File: src/rtl/core/rpc_pkg.sv
// Shared types, codes and register indexes of the RGB565 pixel combine core.
`default_nettype none

package rpc_pkg;

  // Widths of the datapath.
  localparam int unsigned PixW    = 16;
  localparam int unsigned NumW    = 16;
  localparam int unsigned CfgIdxW = 3;
  localparam int unsigned CfgW    = 16;

  // Register indexes on the configuration port.
  localparam logic [CfgIdxW-1:0] CFG_FORMAT = 3'd0;
  localparam logic [CfgIdxW-1:0] CFG_KEY    = 3'd1;
  localparam logic [CfgIdxW-1:0] CFG_BLEND  = 3'd2;
  localparam logic [CfgIdxW-1:0] CFG_TINT_R = 3'd3;
  localparam logic [CfgIdxW-1:0] CFG_TINT_G = 3'd4;
  localparam logic [CfgIdxW-1:0] CFG_TINT_B = 3'd5;

  // Reset value of the key register: no colour key.
  localparam logic [PixW-1:0] NO_KEY = 16'hFFFF;

  // Command codes carried by an input word.
  typedef enum logic [1:0] {
    CMD_KEYED = 2'd0,
    CMD_TINT  = 2'd1,
    CMD_EDGE  = 2'd2
  } cmd_e;

  // How the second stage forms the pixel.
  typedef enum logic [2:0] {
    RES_ZERO,
    RES_COPY,
    RES_BLEND,
    RES_TINT,
    RES_MEAN
  } kind_e;

  // Configuration registers.
  typedef struct packed {
    logic            format_rgb565;
    logic [PixW-1:0] key_colour;
    logic [6:0]      blend_percent;
    logic [7:0]      tint_red;
    logic [7:0]      tint_green;
    logic [7:0]      tint_blue;
  } cfg_t;

  // One input word as held in the input register.
  typedef struct packed {
    logic [1:0]      command;
    logic [PixW-1:0] src_pixel;
    logic [PixW-1:0] dst_pixel;
    logic [PixW-1:0] left_pixel;
    logic [PixW-1:0] right_pixel;
    logic [PixW-1:0] up_pixel;
    logic [PixW-1:0] down_pixel;
    logic            first_col;
    logic            last_col;
    logic            first_row;
    logic            last_row;
  } item_t;

  // Partial result between the two compute stages.
  typedef struct packed {
    kind_e           kind;
    logic            write_enable;
    logic [PixW-1:0] pixel;
    logic [NumW-1:0] num_r;
    logic [NumW-1:0] num_g;
    logic [NumW-1:0] num_b;
  } mid_t;

endpackage

`default_nettype wire

File: src/rtl/core/rpc_prep.sv
// First compute stage: classifies the word and forms the weighted channel sums.
`default_nettype none

module rpc_prep (
  input  rpc_pkg::item_t item_i,
  input  rpc_pkg::cfg_t  cfg_i,
  output rpc_pkg::mid_t  mid_o
);
  import rpc_pkg::*;

  // Eight-bit channel expansion of an RGB565 pixel.
  function automatic logic [7:0] red8(input logic [PixW-1:0] p);
    red8 = {p[15:11], 3'b000};
  endfunction

  function automatic logic [7:0] green8(input logic [PixW-1:0] p);
    green8 = {p[10:5], 2'b00};
  endfunction

  function automatic logic [7:0] blue8(input logic [PixW-1:0] p);
    blue8 = {p[4:0], 3'b000};
  endfunction

  logic            not_key;
  logic [6:0]      alpha;
  logic [6:0]      inv_alpha;
  logic [7:0]      cov;
  logic [7:0]      inv_cov;
  logic [NumW-1:0] blend_r, blend_g, blend_b;
  logic [NumW-1:0] tint_r, tint_g, tint_b;
  logic [PixW-1:0] nb [4];
  logic [3:0]      use_nb;
  logic            lr_ok;
  logic            ud_ok;
  logic [2:0]      n_used;
  logic [2:0]      w_dst;
  logic [10:0]     sum_r, sum_g;
  logic [7:0]      sum_b;

  assign not_key = (cfg_i.key_colour == NO_KEY) || (item_i.src_pixel != cfg_i.key_colour);

  // Keyed blend: destination weight saturates at one hundred percent.
  assign alpha     = (cfg_i.blend_percent > 7'd100) ? 7'd100 : cfg_i.blend_percent;
  assign inv_alpha = 7'd100 - alpha;
  assign blend_r = NumW'(inv_alpha) * NumW'(red8(item_i.src_pixel))
                 + NumW'(alpha) * NumW'(red8(item_i.dst_pixel));
  assign blend_g = NumW'(inv_alpha) * NumW'(green8(item_i.src_pixel))
                 + NumW'(alpha) * NumW'(green8(item_i.dst_pixel));
  assign blend_b = NumW'(inv_alpha) * NumW'(blue8(item_i.src_pixel))
                 + NumW'(alpha) * NumW'(blue8(item_i.dst_pixel));

  // Glyph tint: the source blue channel is the coverage.
  assign cov     = blue8(item_i.src_pixel);
  assign inv_cov = 8'hFF - cov;
  assign tint_r = NumW'(inv_cov) * NumW'(red8(item_i.dst_pixel))
                + NumW'(cov) * NumW'(cfg_i.tint_red);
  assign tint_g = NumW'(inv_cov) * NumW'(green8(item_i.dst_pixel))
                + NumW'(cov) * NumW'(cfg_i.tint_green);
  assign tint_b = NumW'(inv_cov) * NumW'(blue8(item_i.dst_pixel))
                + NumW'(cov) * NumW'(cfg_i.tint_blue);

  // Edge mean: column neighbours count only away from a column edge, row
  // neighbours only away from a row edge; neighbours equal to the key drop out
  // and the destination takes their weight.
  assign nb[0] = item_i.left_pixel;
  assign nb[1] = item_i.right_pixel;
  assign nb[2] = item_i.up_pixel;
  assign nb[3] = item_i.down_pixel;
  assign lr_ok = !item_i.first_col && !item_i.last_col;
  assign ud_ok = !item_i.first_row && !item_i.last_row;
  assign use_nb[0] = lr_ok && (nb[0] != cfg_i.key_colour);
  assign use_nb[1] = lr_ok && (nb[1] != cfg_i.key_colour);
  assign use_nb[2] = ud_ok && (nb[2] != cfg_i.key_colour);
  assign use_nb[3] = ud_ok && (nb[3] != cfg_i.key_colour);
  assign n_used = 3'(use_nb[0]) + 3'(use_nb[1]) + 3'(use_nb[2]) + 3'(use_nb[3]);
  assign w_dst  = 3'd5 - n_used;

  always_comb begin
    sum_r = 11'(red8(item_i.dst_pixel)) * 11'(w_dst);
    sum_g = 11'(green8(item_i.dst_pixel)) * 11'(w_dst);
    sum_b = 8'(item_i.dst_pixel[4:0]) * 8'(w_dst);
    for (int i = 0; i < 4; i++) begin
      if (use_nb[i]) begin
        sum_r = sum_r + 11'(red8(nb[i]));
        sum_g = sum_g + 11'(green8(nb[i]));
        sum_b = sum_b + 8'(nb[i][4:0]);
      end
    end
  end

  // Decide how the pixel is formed and whether it is written.
  always_comb begin
    mid_o.kind         = RES_ZERO;
    mid_o.write_enable = 1'b0;
    mid_o.pixel        = item_i.src_pixel;
    mid_o.num_r        = blend_r;
    mid_o.num_g        = blend_g;
    mid_o.num_b        = blend_b;
    unique case (cmd_e'(item_i.command))
      CMD_KEYED: begin
        if (not_key) begin
          mid_o.write_enable = 1'b1;
          if (alpha == 7'd0) begin
            mid_o.kind = RES_COPY;
          end else if (cfg_i.format_rgb565) begin
            mid_o.kind = RES_BLEND;
          end
        end
      end
      CMD_TINT: begin
        mid_o.write_enable = 1'b1;
        mid_o.num_r        = tint_r;
        mid_o.num_g        = tint_g;
        mid_o.num_b        = tint_b;
        if (cfg_i.format_rgb565) begin
          mid_o.kind = RES_TINT;
        end
      end
      CMD_EDGE: begin
        mid_o.num_r = NumW'(sum_r);
        mid_o.num_g = NumW'(sum_g);
        mid_o.num_b = NumW'({sum_b, 3'b000});
        if (not_key) begin
          mid_o.write_enable = 1'b1;
          mid_o.kind         = RES_COPY;
        end else if (lr_ok || ud_ok) begin
          mid_o.write_enable = 1'b1;
          if (cfg_i.format_rgb565) begin
            mid_o.kind = RES_MEAN;
          end
        end
      end
      default: begin
        mid_o.kind         = RES_ZERO;
        mid_o.write_enable = 1'b0;
      end
    endcase
  end

endmodule

`default_nettype wire

File: src/rtl/core/rpc_finish.sv
// Second compute stage: constant divisions by reciprocal and RGB565 packing.
`default_nettype none

module rpc_finish (
  input  rpc_pkg::mid_t            mid_i,
  output logic [rpc_pkg::PixW-1:0] pixel_o
);
  import rpc_pkg::*;

  // Reciprocals: x/25 as (x*5243)>>17 and x/5 as (x*1639)>>13, exact over
  // the ranges reached here.
  localparam logic [12:0] Recip25 = 13'd5243;
  localparam logic [10:0] Recip5  = 11'd1639;

  // Percent blend: divide by four, then by twenty-five.
  function automatic logic [7:0] div100(input logic [NumW-1:0] x);
    logic [27:0] prod;
    prod   = 28'(x[NumW-1:2]) * 28'(Recip25);
    div100 = prod[24:17];
  endfunction

  // Tint: x/255 for x up to 255*255.
  function automatic logic [7:0] div255(input logic [NumW-1:0] x);
    logic [16:0] s;
    s      = 17'(x) + 17'(x[NumW-1:8]) + 17'd1;
    div255 = s[15:8];
  endfunction

  // Edge mean: x/5 for x below 2048.
  function automatic logic [7:0] div5(input logic [NumW-1:0] x);
    logic [21:0] prod;
    prod = 22'(x[10:0]) * 22'(Recip5);
    div5 = prod[20:13];
  endfunction

  function automatic logic [7:0] chan(input kind_e k, input logic [NumW-1:0] x);
    unique case (k)
      RES_BLEND: chan = div100(x);
      RES_TINT:  chan = div255(x);
      RES_MEAN:  chan = div5(x);
      default:   chan = 8'd0;
    endcase
  endfunction

  logic [7:0] r8, g8, b8;

  assign r8 = chan(mid_i.kind, mid_i.num_r);
  assign g8 = chan(mid_i.kind, mid_i.num_g);
  assign b8 = chan(mid_i.kind, mid_i.num_b);

  // Pack; the lowest green bit of a computed pixel is always clear.
  always_comb begin
    unique case (mid_i.kind)
      RES_COPY:                     pixel_o = mid_i.pixel;
      RES_BLEND, RES_TINT, RES_MEAN: pixel_o = {r8[7:3], g8[7:3], 1'b0, b8[7:3]};
      default:                      pixel_o = '0;
    endcase
  end

endmodule

`default_nettype wire

File: src/rtl/core/rgb565_pixel_combine_core.sv
// Top level of the RGB565 pixel combine core: registers, pipeline control, config.
// An accepted word moves through the input, sums and result registers in turn.
// Throughput: one word per cycle; the three-register pipeline (input, sums, result)
// advances whenever the result register is empty or its word is taken.
// Stalls back-pressure through the ready chain without losing or repeating words.
// Reset empties the pipeline and loads the registers with format on, no key,
// zero blend and black tint.
`default_nettype none

module rgb565_pixel_combine_core (
  input  wire logic                        clk_i,
  input  wire logic                        rst_ni,
  input  wire logic                        cfg_we_i,
  input  wire logic [rpc_pkg::CfgIdxW-1:0] cfg_index_i,
  input  wire logic [rpc_pkg::CfgW-1:0]    cfg_data_i,
  input  wire logic                        in_valid_i,
  output logic                             in_ready_o,
  input  wire logic [1:0]                  command_i,
  input  wire logic [rpc_pkg::PixW-1:0]    src_pixel_i,
  input  wire logic [rpc_pkg::PixW-1:0]    dst_pixel_i,
  input  wire logic [rpc_pkg::PixW-1:0]    left_pixel_i,
  input  wire logic [rpc_pkg::PixW-1:0]    right_pixel_i,
  input  wire logic [rpc_pkg::PixW-1:0]    up_pixel_i,
  input  wire logic [rpc_pkg::PixW-1:0]    down_pixel_i,
  input  wire logic                        first_col_i,
  input  wire logic                        last_col_i,
  input  wire logic                        first_row_i,
  input  wire logic                        last_row_i,
  output logic                             out_valid_o,
  input  wire logic                        out_ready_i,
  output logic [rpc_pkg::PixW-1:0]         new_pixel_o,
  output logic                             write_enable_o
);
  import rpc_pkg::*;

  cfg_t            cfg_q;
  item_t           item_q;
  logic            item_v_q;
  mid_t            mid_d, mid_q;
  logic            mid_v_q;
  logic [PixW-1:0] pixel_d;
  logic [PixW-1:0] new_pixel_q;
  logic            we_q;
  logic            out_v_q;
  logic            out_adv;
  logic            mid_adv;
  logic            in_acc;

  // Configuration registers.
  always_ff @(posedge clk_i or negedge rst_ni) begin
    if (!rst_ni) begin
      cfg_q.format_rgb565 <= 1'b1;
      cfg_q.key_colour    <= NO_KEY;
      cfg_q.blend_percent <= '0;
      cfg_q.tint_red      <= '0;
      cfg_q.tint_green    <= '0;
      cfg_q.tint_blue     <= '0;
    end else if (cfg_we_i) begin
      unique case (cfg_index_i)
        CFG_FORMAT: cfg_q.format_rgb565 <= cfg_data_i[0];
        CFG_KEY:    cfg_q.key_colour    <= cfg_data_i;
        CFG_BLEND:  cfg_q.blend_percent <= cfg_data_i[6:0];
        CFG_TINT_R: cfg_q.tint_red      <= cfg_data_i[7:0];
        CFG_TINT_G: cfg_q.tint_green    <= cfg_data_i[7:0];
        CFG_TINT_B: cfg_q.tint_blue     <= cfg_data_i[7:0];
        default: ;
      endcase
    end
  end

  // Each stage moves on when the stage after it is empty or moving.
  assign out_adv    = !out_v_q || out_ready_i;
  assign mid_adv    = !mid_v_q || out_adv;
  assign in_ready_o = !item_v_q || mid_adv;
  assign in_acc     = in_valid_i && in_ready_o;

  // Input register.
  always_ff @(posedge clk_i or negedge rst_ni) begin
    if (!rst_ni) begin
      item_v_q <= 1'b0;
    end else if (in_ready_o) begin
      item_v_q <= in_valid_i;
    end
  end

  always_ff @(posedge clk_i) begin
    if (in_acc) begin
      item_q.command     <= command_i;
      item_q.src_pixel   <= src_pixel_i;
      item_q.dst_pixel   <= dst_pixel_i;
      item_q.left_pixel  <= left_pixel_i;
      item_q.right_pixel <= right_pixel_i;
      item_q.up_pixel    <= up_pixel_i;
      item_q.down_pixel  <= down_pixel_i;
      item_q.first_col   <= first_col_i;
      item_q.last_col    <= last_col_i;
      item_q.first_row   <= first_row_i;
      item_q.last_row    <= last_row_i;
    end
  end

  // Classification and weighted sums.
  rpc_prep u_prep (
    .item_i (item_q),
    .cfg_i  (cfg_q),
    .mid_o  (mid_d)
  );

  always_ff @(posedge clk_i or negedge rst_ni) begin
    if (!rst_ni) begin
      mid_v_q <= 1'b0;
    end else if (mid_adv) begin
      mid_v_q <= item_v_q;
    end
  end

  always_ff @(posedge clk_i) begin
    if (mid_adv && item_v_q) begin
      mid_q <= mid_d;
    end
  end

  // Division and packing.
  rpc_finish u_finish (
    .mid_i   (mid_q),
    .pixel_o (pixel_d)
  );

  // Result register.
  always_ff @(posedge clk_i or negedge rst_ni) begin
    if (!rst_ni) begin
      out_v_q <= 1'b0;
    end else if (out_adv) begin
      out_v_q <= mid_v_q;
    end
  end

  always_ff @(posedge clk_i) begin
    if (out_adv && mid_v_q) begin
      new_pixel_q <= pixel_d;
      we_q        <= mid_q.write_enable;
    end
  end

  assign out_valid_o    = out_v_q;
  assign new_pixel_o    = new_pixel_q;
  assign write_enable_o = we_q;

  // The input side only stalls when every stage holds a word and the output waits.
  assert property (@(posedge clk_i) disable iff (!rst_ni)
    !in_ready_o |-> (item_v_q && mid_v_q && out_v_q && !out_ready_i))
    else $error("input stalled while the pipeline has room");

  // A skipped pixel always carries a zero value.
  assert property (@(posedge clk_i) disable iff (!rst_ni)
    (out_v_q && !we_q) |-> (new_pixel_q == '0))
    else $error("skipped pixel with non-zero value");

  // A computed pixel never has its lowest green bit set.
  assert property (@(posedge clk_i) disable iff (!rst_ni)
    (mid_v_q && out_adv && (mid_q.kind != RES_COPY)) |=> !new_pixel_q[5])
    else $error("computed pixel has lowest green bit set");

  // A stalled middle stage keeps its word.
  assert property (@(posedge clk_i) disable iff (!rst_ni)
    (mid_v_q && !out_adv) |=> (mid_v_q && $stable(mid_q)))
    else $error("middle stage lost its word during a stall");

endmodule

`default_nettype wire
File: config.mk
export PLATFORM = sky130hd
export DESIGN_NAME = rgb565_pixel_combine_core
export DESIGN_NICKNAME = d
export VERILOG_FILES = /design/src/rtl/core/rpc_pkg.sv /design/src/rtl/core/rpc_prep.sv /design/src/rtl/core/rpc_finish.sv /design/src/rtl/core/rgb565_pixel_combine_core.sv
export SDC_FILE = /design/constraint.sdc
export NUM_CORES = 2
export LEC_CHECK = 0
export ABC_AREA = 0
export ABC_CLOCK_PERIOD_IN_PS = 9850
export BUFFER_PORTS_ARGS = -buffer_cell sky130_fd_sc_hd__buf_2
export CAP_MARGIN = 30
export CORE_MARGIN = 2
export CORE_UTILIZATION = 60
export CTS_CLUSTER_SIZE = 28
export DETAILED_ROUTE_END_ITERATION = 8
export PLACE_DENSITY = 0.82
export SETUP_SLACK_MARGIN = 0.4
export SLEW_MARGIN = 10
export SYNTH_ARGS = -nofsm -noshare
export SYNTH_HDL_FRONTEND = slang
export SYNTH_SLANG_ARGS = --single-unit
File: constraint.sdc
create_clock -name clk_i -period 9.85 [get_ports clk_i]
set_clock_uncertainty 0.2 [all_clocks]
set_input_delay 0.4925 -clock clk_i [delete_from_list [all_inputs] [get_ports clk_i]]
set_output_delay 0.4925 -clock clk_i [all_outputs]
set_load 0.02 [all_outputs]
### Word level (Yosys, flattened, before mapping)

Index checks and enable logic that the tools add are counted.

| operators by class | value |
|---|---|
| add/subtract/negate cells | 30 |
| $mul | 21 |
| magnitude comparators | 1 |
| equal/unequal tests | 17 |
| multiplexer cells | 26 |
| reductions and logical operators | 31 |

Operators by type and width:

| cell | number |
|---|---|
| case mux 48 bit (2 select lines) | 1 |
| adder 11 x 8 -> 11 bit | 8 |
| two-way mux 11 bit | 8 |
| != test 16 bit | 5 |
| multiplier 14 x 13 -> 25 bit, second input constant | 3 |
| case mux 8 bit (3 select lines) | 3 |
| multiplier 11 x 11 -> 21 bit, second input constant | 3 |
| adder 15 x 15 -> 16 bit | 3 |
| adder 16 x 1 -> 16 bit, second input constant | 3 |
| adder 16 bit | 3 |
| adder 16 x 8 -> 16 bit | 3 |
| multiplier 7 x 5 -> 12 bit | 4 |
| multiplier 5 x 8 -> 13 bit | 3 |
| adder 8 x 5 -> 8 bit | 4 |
| two-way mux 8 bit | 4 |
| case mux 16 bit (2 select lines) | 1 |
| multiplier 7 x 6 -> 13 bit | 2 |
| multiplier 8 x 5 -> 13 bit | 2 |
| equality test 16 bit, second input constant | 1 |
| multiplier 5 x 3 -> 8 bit | 2 |
| multiplier 8 x 6 -> 14 bit | 1 |
| equality test 3 x 2 -> 1 bit, second input constant | 4 |
| two-way mux 4 bit | 3 |
| case mux 4 bit (3 select lines) | 1 |
| other kinds (22) | 51 |

| word-level totals | value |
|---|---|
| register bits | 238 |
| output and inout port bits | 19 |
| logic and storage cells | 154 |

### Depth between registers and ports, before layout

| depth | value |
|---|---|
| depth in word-level cells | 17 |
| depth in mapped cells | 40 |
| mapped depth without buffers | 37 |

### Cells and area by module

A second synthesis with hierarchy kept.

| second synthesis, totals | value |
|---|---|
| cell total of the unflattened synthesis | 5,039 |
| area total of the unflattened synthesis | 47,924.7 um2 |

By module, submodules not included:

| module | times used | cells each | area each (um2) | sequential area each (um2) |
|---|---|---|---|---|
| rpc_prep | 1 | 2,953 | 23,337.4 | 0.0 |
| rpc_finish | 1 | 1,781 | 16,941.2 | 0.0 |
| rgb565_pixel_combine_core | 1 | 305 | 7,646.1 | 6,912.9 |

### Worst setup path after synthesis

OpenSTA, ideal clock, no wires.

| timing | value |
|---|---|
| path type | register to register |
| start | register cfg_q[45] (netlist bit) |
| end | register mid_q[24] (netlist bit) (data pin) |
| library setup time | 269 ps |
| arrival time | 8,055 ps |
| required time | 9,381 ps |
| slack | 1,327 ps |
| stages on the path, launching flop included | 40 |
| buffers on the path | 3 |
| clock period less this slack | 8,523 ps |
| path through | dfstp_2 -> buf_2 -> xnor2_1 -> nand4_1 -> nor4_4 -> or2b_4 -> inv_2 -> clkbuf_1 -> ha_1 -> inv_1 -> fa_1 -> ha_1 -> clkbuf_1 -> nand2_1 -> fa_1 -> inv_1 -> ha_1 -> fa_1 -> [4 not listed] -> o21ai_0 -> nor2_1 -> nor2_1 -> mux2_2 -> ha_1 -> o21ai_0 -> o21bai_1 -> a21o_1 -> xor2_1 -> mux2_2 -> ha_1 -> a21oi_1 -> nor2_1 -> xor2_1 -> xnor2_1 -> a22o_1 -> nand2_1 -> o31ai_1 |

RTL lines:

| element | RTL line | source |
|---|---|---|
| from (decl) | rgb565_pixel_combine_core.sv:36 | `cfg_t cfg_q;` |
| to (signal assigned) | rgb565_pixel_combine_core.sv:119 | `mid_q <= mid_d;` |
| to (decl) | rgb565_pixel_combine_core.sv:39 | `mid_t mid_d, mid_q;` |

==> reports/metrics.cfg <==
[critical_path]
cpMaxStageDelayCell = dfstp_2
endpoint_kind = flop
ff2ff_path_depth = 37
reg2reg_from = cfg_q[44]
crit_type = reg -> reg
cp.arrival_ps = 9140
crit_path_frequent_cell = ha_1
r2r_slack_ps = 860
regToRegEndpoint = mid_q[24]
crit_fanout = 12
startpoint_type = flop
slowest_delay_ps = 680
required_ps = 9990

[synthesis]
seq_area_frac_synth_pct = 14.93
synth_cells = 4668
synthFlopType = edfxtp_1
synth_top_area_share_pct = 24.41
ys_ff_latch = 230
async_reset_ff_share_pct = 22.17
syn_area_mm2 = 0.04470
synth_fp_nets = 6151
synth-edff-count = 179
synth_area_leader_cell = ha_1
yosys-top-cells-area = ha_1, fa_1, edfxtp_1
synth.distinct_cells = 85
yosysWarnings = 0
avgSynthCellArea_um2 = 9.575

[timing]
setup_tns_ps = 0
worstMarginPinSlew_ps = 990.9
slew-limit-headroom_pct = 33.94
fmax_ghz = 0.1112
finalMaxSlewViolations = 0
setup_viol = 0
fin_crit_ps = 8993
rsz0062_at_grt = no
timing.final.crit_share_pct = 91.30
hold_viol = 0

[flow_run]
drv_cap = 0

[grt]
grt_pass1_wl_um = 187000
overflow = 0
grt_use_total_pct = 31.04
grt_pass1_vias = 35290
grt_max_degree = 68
antenna_found_initial = 1

[cts]
clk_path_buf_depth = 3
cts-root-buf = clkbuf_16
clock_latency_ps = 630
h-tree-depth = 1
cts_tree = done
clkTransAtPathRegs_ps = 80
cts.sinks = 230
cts_made_buffers = 29

[worst_hold_path]
hp-start = cfg_index_i[0]
whs_path_depth = 3
worstHoldEndpoint = cfg_q[47]
hold_class = in -> reg

[run_status]
status = finished, final reports clean

[route]
drc_errors = 0
antenna_left = 0
drt-vias-per-instance = 5.790
drt_iter0_markers = 2508
drtPass1Iterations = 6
wl_per_cell_um = 19.99
vias = 34080
wl_um = 117600

[final_layout]
final_nets = 6373
layout-drive-gt1-share_pct = 7.999
area_growth_pct = 9.050

[floorplan]
die_area_mm2 = 0.07669
dieWidth_um = 276.9
die_y_um = 276.9
fp.coreArea_mm2 = 0.07407
num_rows = 100
io-pin-count = 145
initial_core_util_pct = 60.34

[placement]
gp_congestion = 0.9932
port_buffers = 144
dp_hpwl_um = 94350

-- state kept, by name, indices dropped and copies added (netlist names) --
| name | flops |
|---|---|
| cfg_q | 48 |
| mid_q | 60 |
| out_valid_o | 1 |
| item_v_q | 1 |
| new_pixel_o | 16 |
| write_enable_o | 1 |
| mid_v_q | 1 |
| item_q | 102 |
-- worst max-delay path by stage --
stage	slack (ps)	from	to	cells past startpoint
global route	430	cfg_q[44]	mid_q[24]	37
global placement	1000	cfg_q[45]	mid_q[24]	37
finish	860	cfg_q[44]	mid_q[24]	37
CTS	790	cfg_q[40]	mid_q[24]	37
detailed placement	860	cfg_q[34]	mid_q[8]	36
floorplan	1330	cfg_q[45]	mid_q[24]	39
-- cells by family (layout without fill, tap and decap cells) --
logic type | Yosys count | after routing | share of synthesized area (%)
adders and majority gates | 1357 | 1357 | 46.13
DFF | 230 | 230 | 14.93
AOI/OAI and AO/OA | 659 | 659 | 9.568
xor gates and xnor gates | 359 | 359 | 7.236
and+or+nand+nor | 952 | 952 | 10.97
muxes | 105 | 105 | 2.620
other | 0 | 3 | 0
buffers and inverters | 1006 | 1251 | 8.544
-- through the flow --
step	hold WS (ps)	instance area, µm²	setup slack [ps]	cells	utilization, %
after floorplan	-3.091	44700	1327	4668	-
after global placement	266.5	46450	1001	5699	62.71
after detailed placement	269.5	46490	857.2	5701	62.76
after CTS	119.4	48600	792.1	5868	65.61
after global routing	135.2	48730	430.9	5882	65.79
final	135.9	48740	856.5	5885	65.80
-- critical path, delay by kind of cell, from the launching register on --
kind                     cells  cell delay, ps
adder cells (fa/ha/maj)     10            3590
multiplexers                 3             830
flip-flops                   1             680
AND/OR/NAND/NOR              8            1190
AO/OA/AOI/OAI                7             980
buffers and inverters        4             470
XOR/XNOR                     5             770
-- layout by cell type (no fill, tap or decap), drive strengths merged, types with 130 or more instances in the layout --
| cell | netlist | routed |
|---|---|---|
| inv | 885 | 893 |
| ha | 872 | 872 |
| fa | 485 | 485 |
| nand2 | 274 | 274 |
| xnor2 | 224 | 224 |
| buf | 31 | 198 |
| and2 | 190 | 190 |
| edfxtp | 179 | 179 |
| a21oi | 175 | 175 |
| nor2 | 152 | 152 |
| o21ai | 130 | 130 |
-- layer usage --
layer / share of wire [%] / global-route usage (%)
met1: 40 / 40.39
met2: 47 / 51.80
met5: 0 / 0
met3: 7.6 / 4.050
met4: 5.6 / 14.10
-- what timing repair did --
item | CTS | global route
hold buffers | 113 | 0
endpoints found under the setup margin | 0 | 8
setup buffers | 0 | 12
gates resized for setup | 0 | 7
endpoints found under the hold margin | 147 | 0
-- Yosys cell counts, types with 7 or more instances --
library cell / number
a211oi_1: 19
a21boi_0: 11
a21o_1: 101
a21oi_1: 175
a22oi_1: 20
a31o_2: 11
a31oi_1: 18
and2_1: 189
and3_1: 14
buf_1: 10
buf_2: 16
clkbuf_1: 90
dfrtp_1: 34
dfstp_2: 17
edfxtp_1: 179
fa_1: 485
ha_1: 872
inv_1: 883
mux2_2: 83
mux2i_1: 18
nand2_1: 273
nand2b_1: 74
nand3_1: 30
nand4_1: 20
nor2_1: 152
nor2b_1: 87
nor3_1: 39
nor4_1: 20
o211ai_1: 16
o21a_1: 40
o21ai_0: 128
o21bai_1: 43
o221ai_1: 7
o22ai_1: 8
or2_2: 8
or3_1: 11
xnor2_1: 223
xor2_1: 129
-- area by class of cell --
| class | instances | area (µm²) |
|---|---|---|
| inverter | 885 | 3322 |
| multi-input combinational | 3432 | 34260 |
| antenna | 3 | 7.507 |
| fill | 5732 | 25330 |
| clock buffer | 32 | 747.0 |
| timing repair buffer | 312 | 2287 |
| tap | 969 | 1212 |
| sequential | 230 | 6673 |
| clock inverter | 22 | 236.5 |
Power is left out: the tool's default activity adds up to more than one toggle a clock period on the data nets, which glitch-free logic cannot reach.
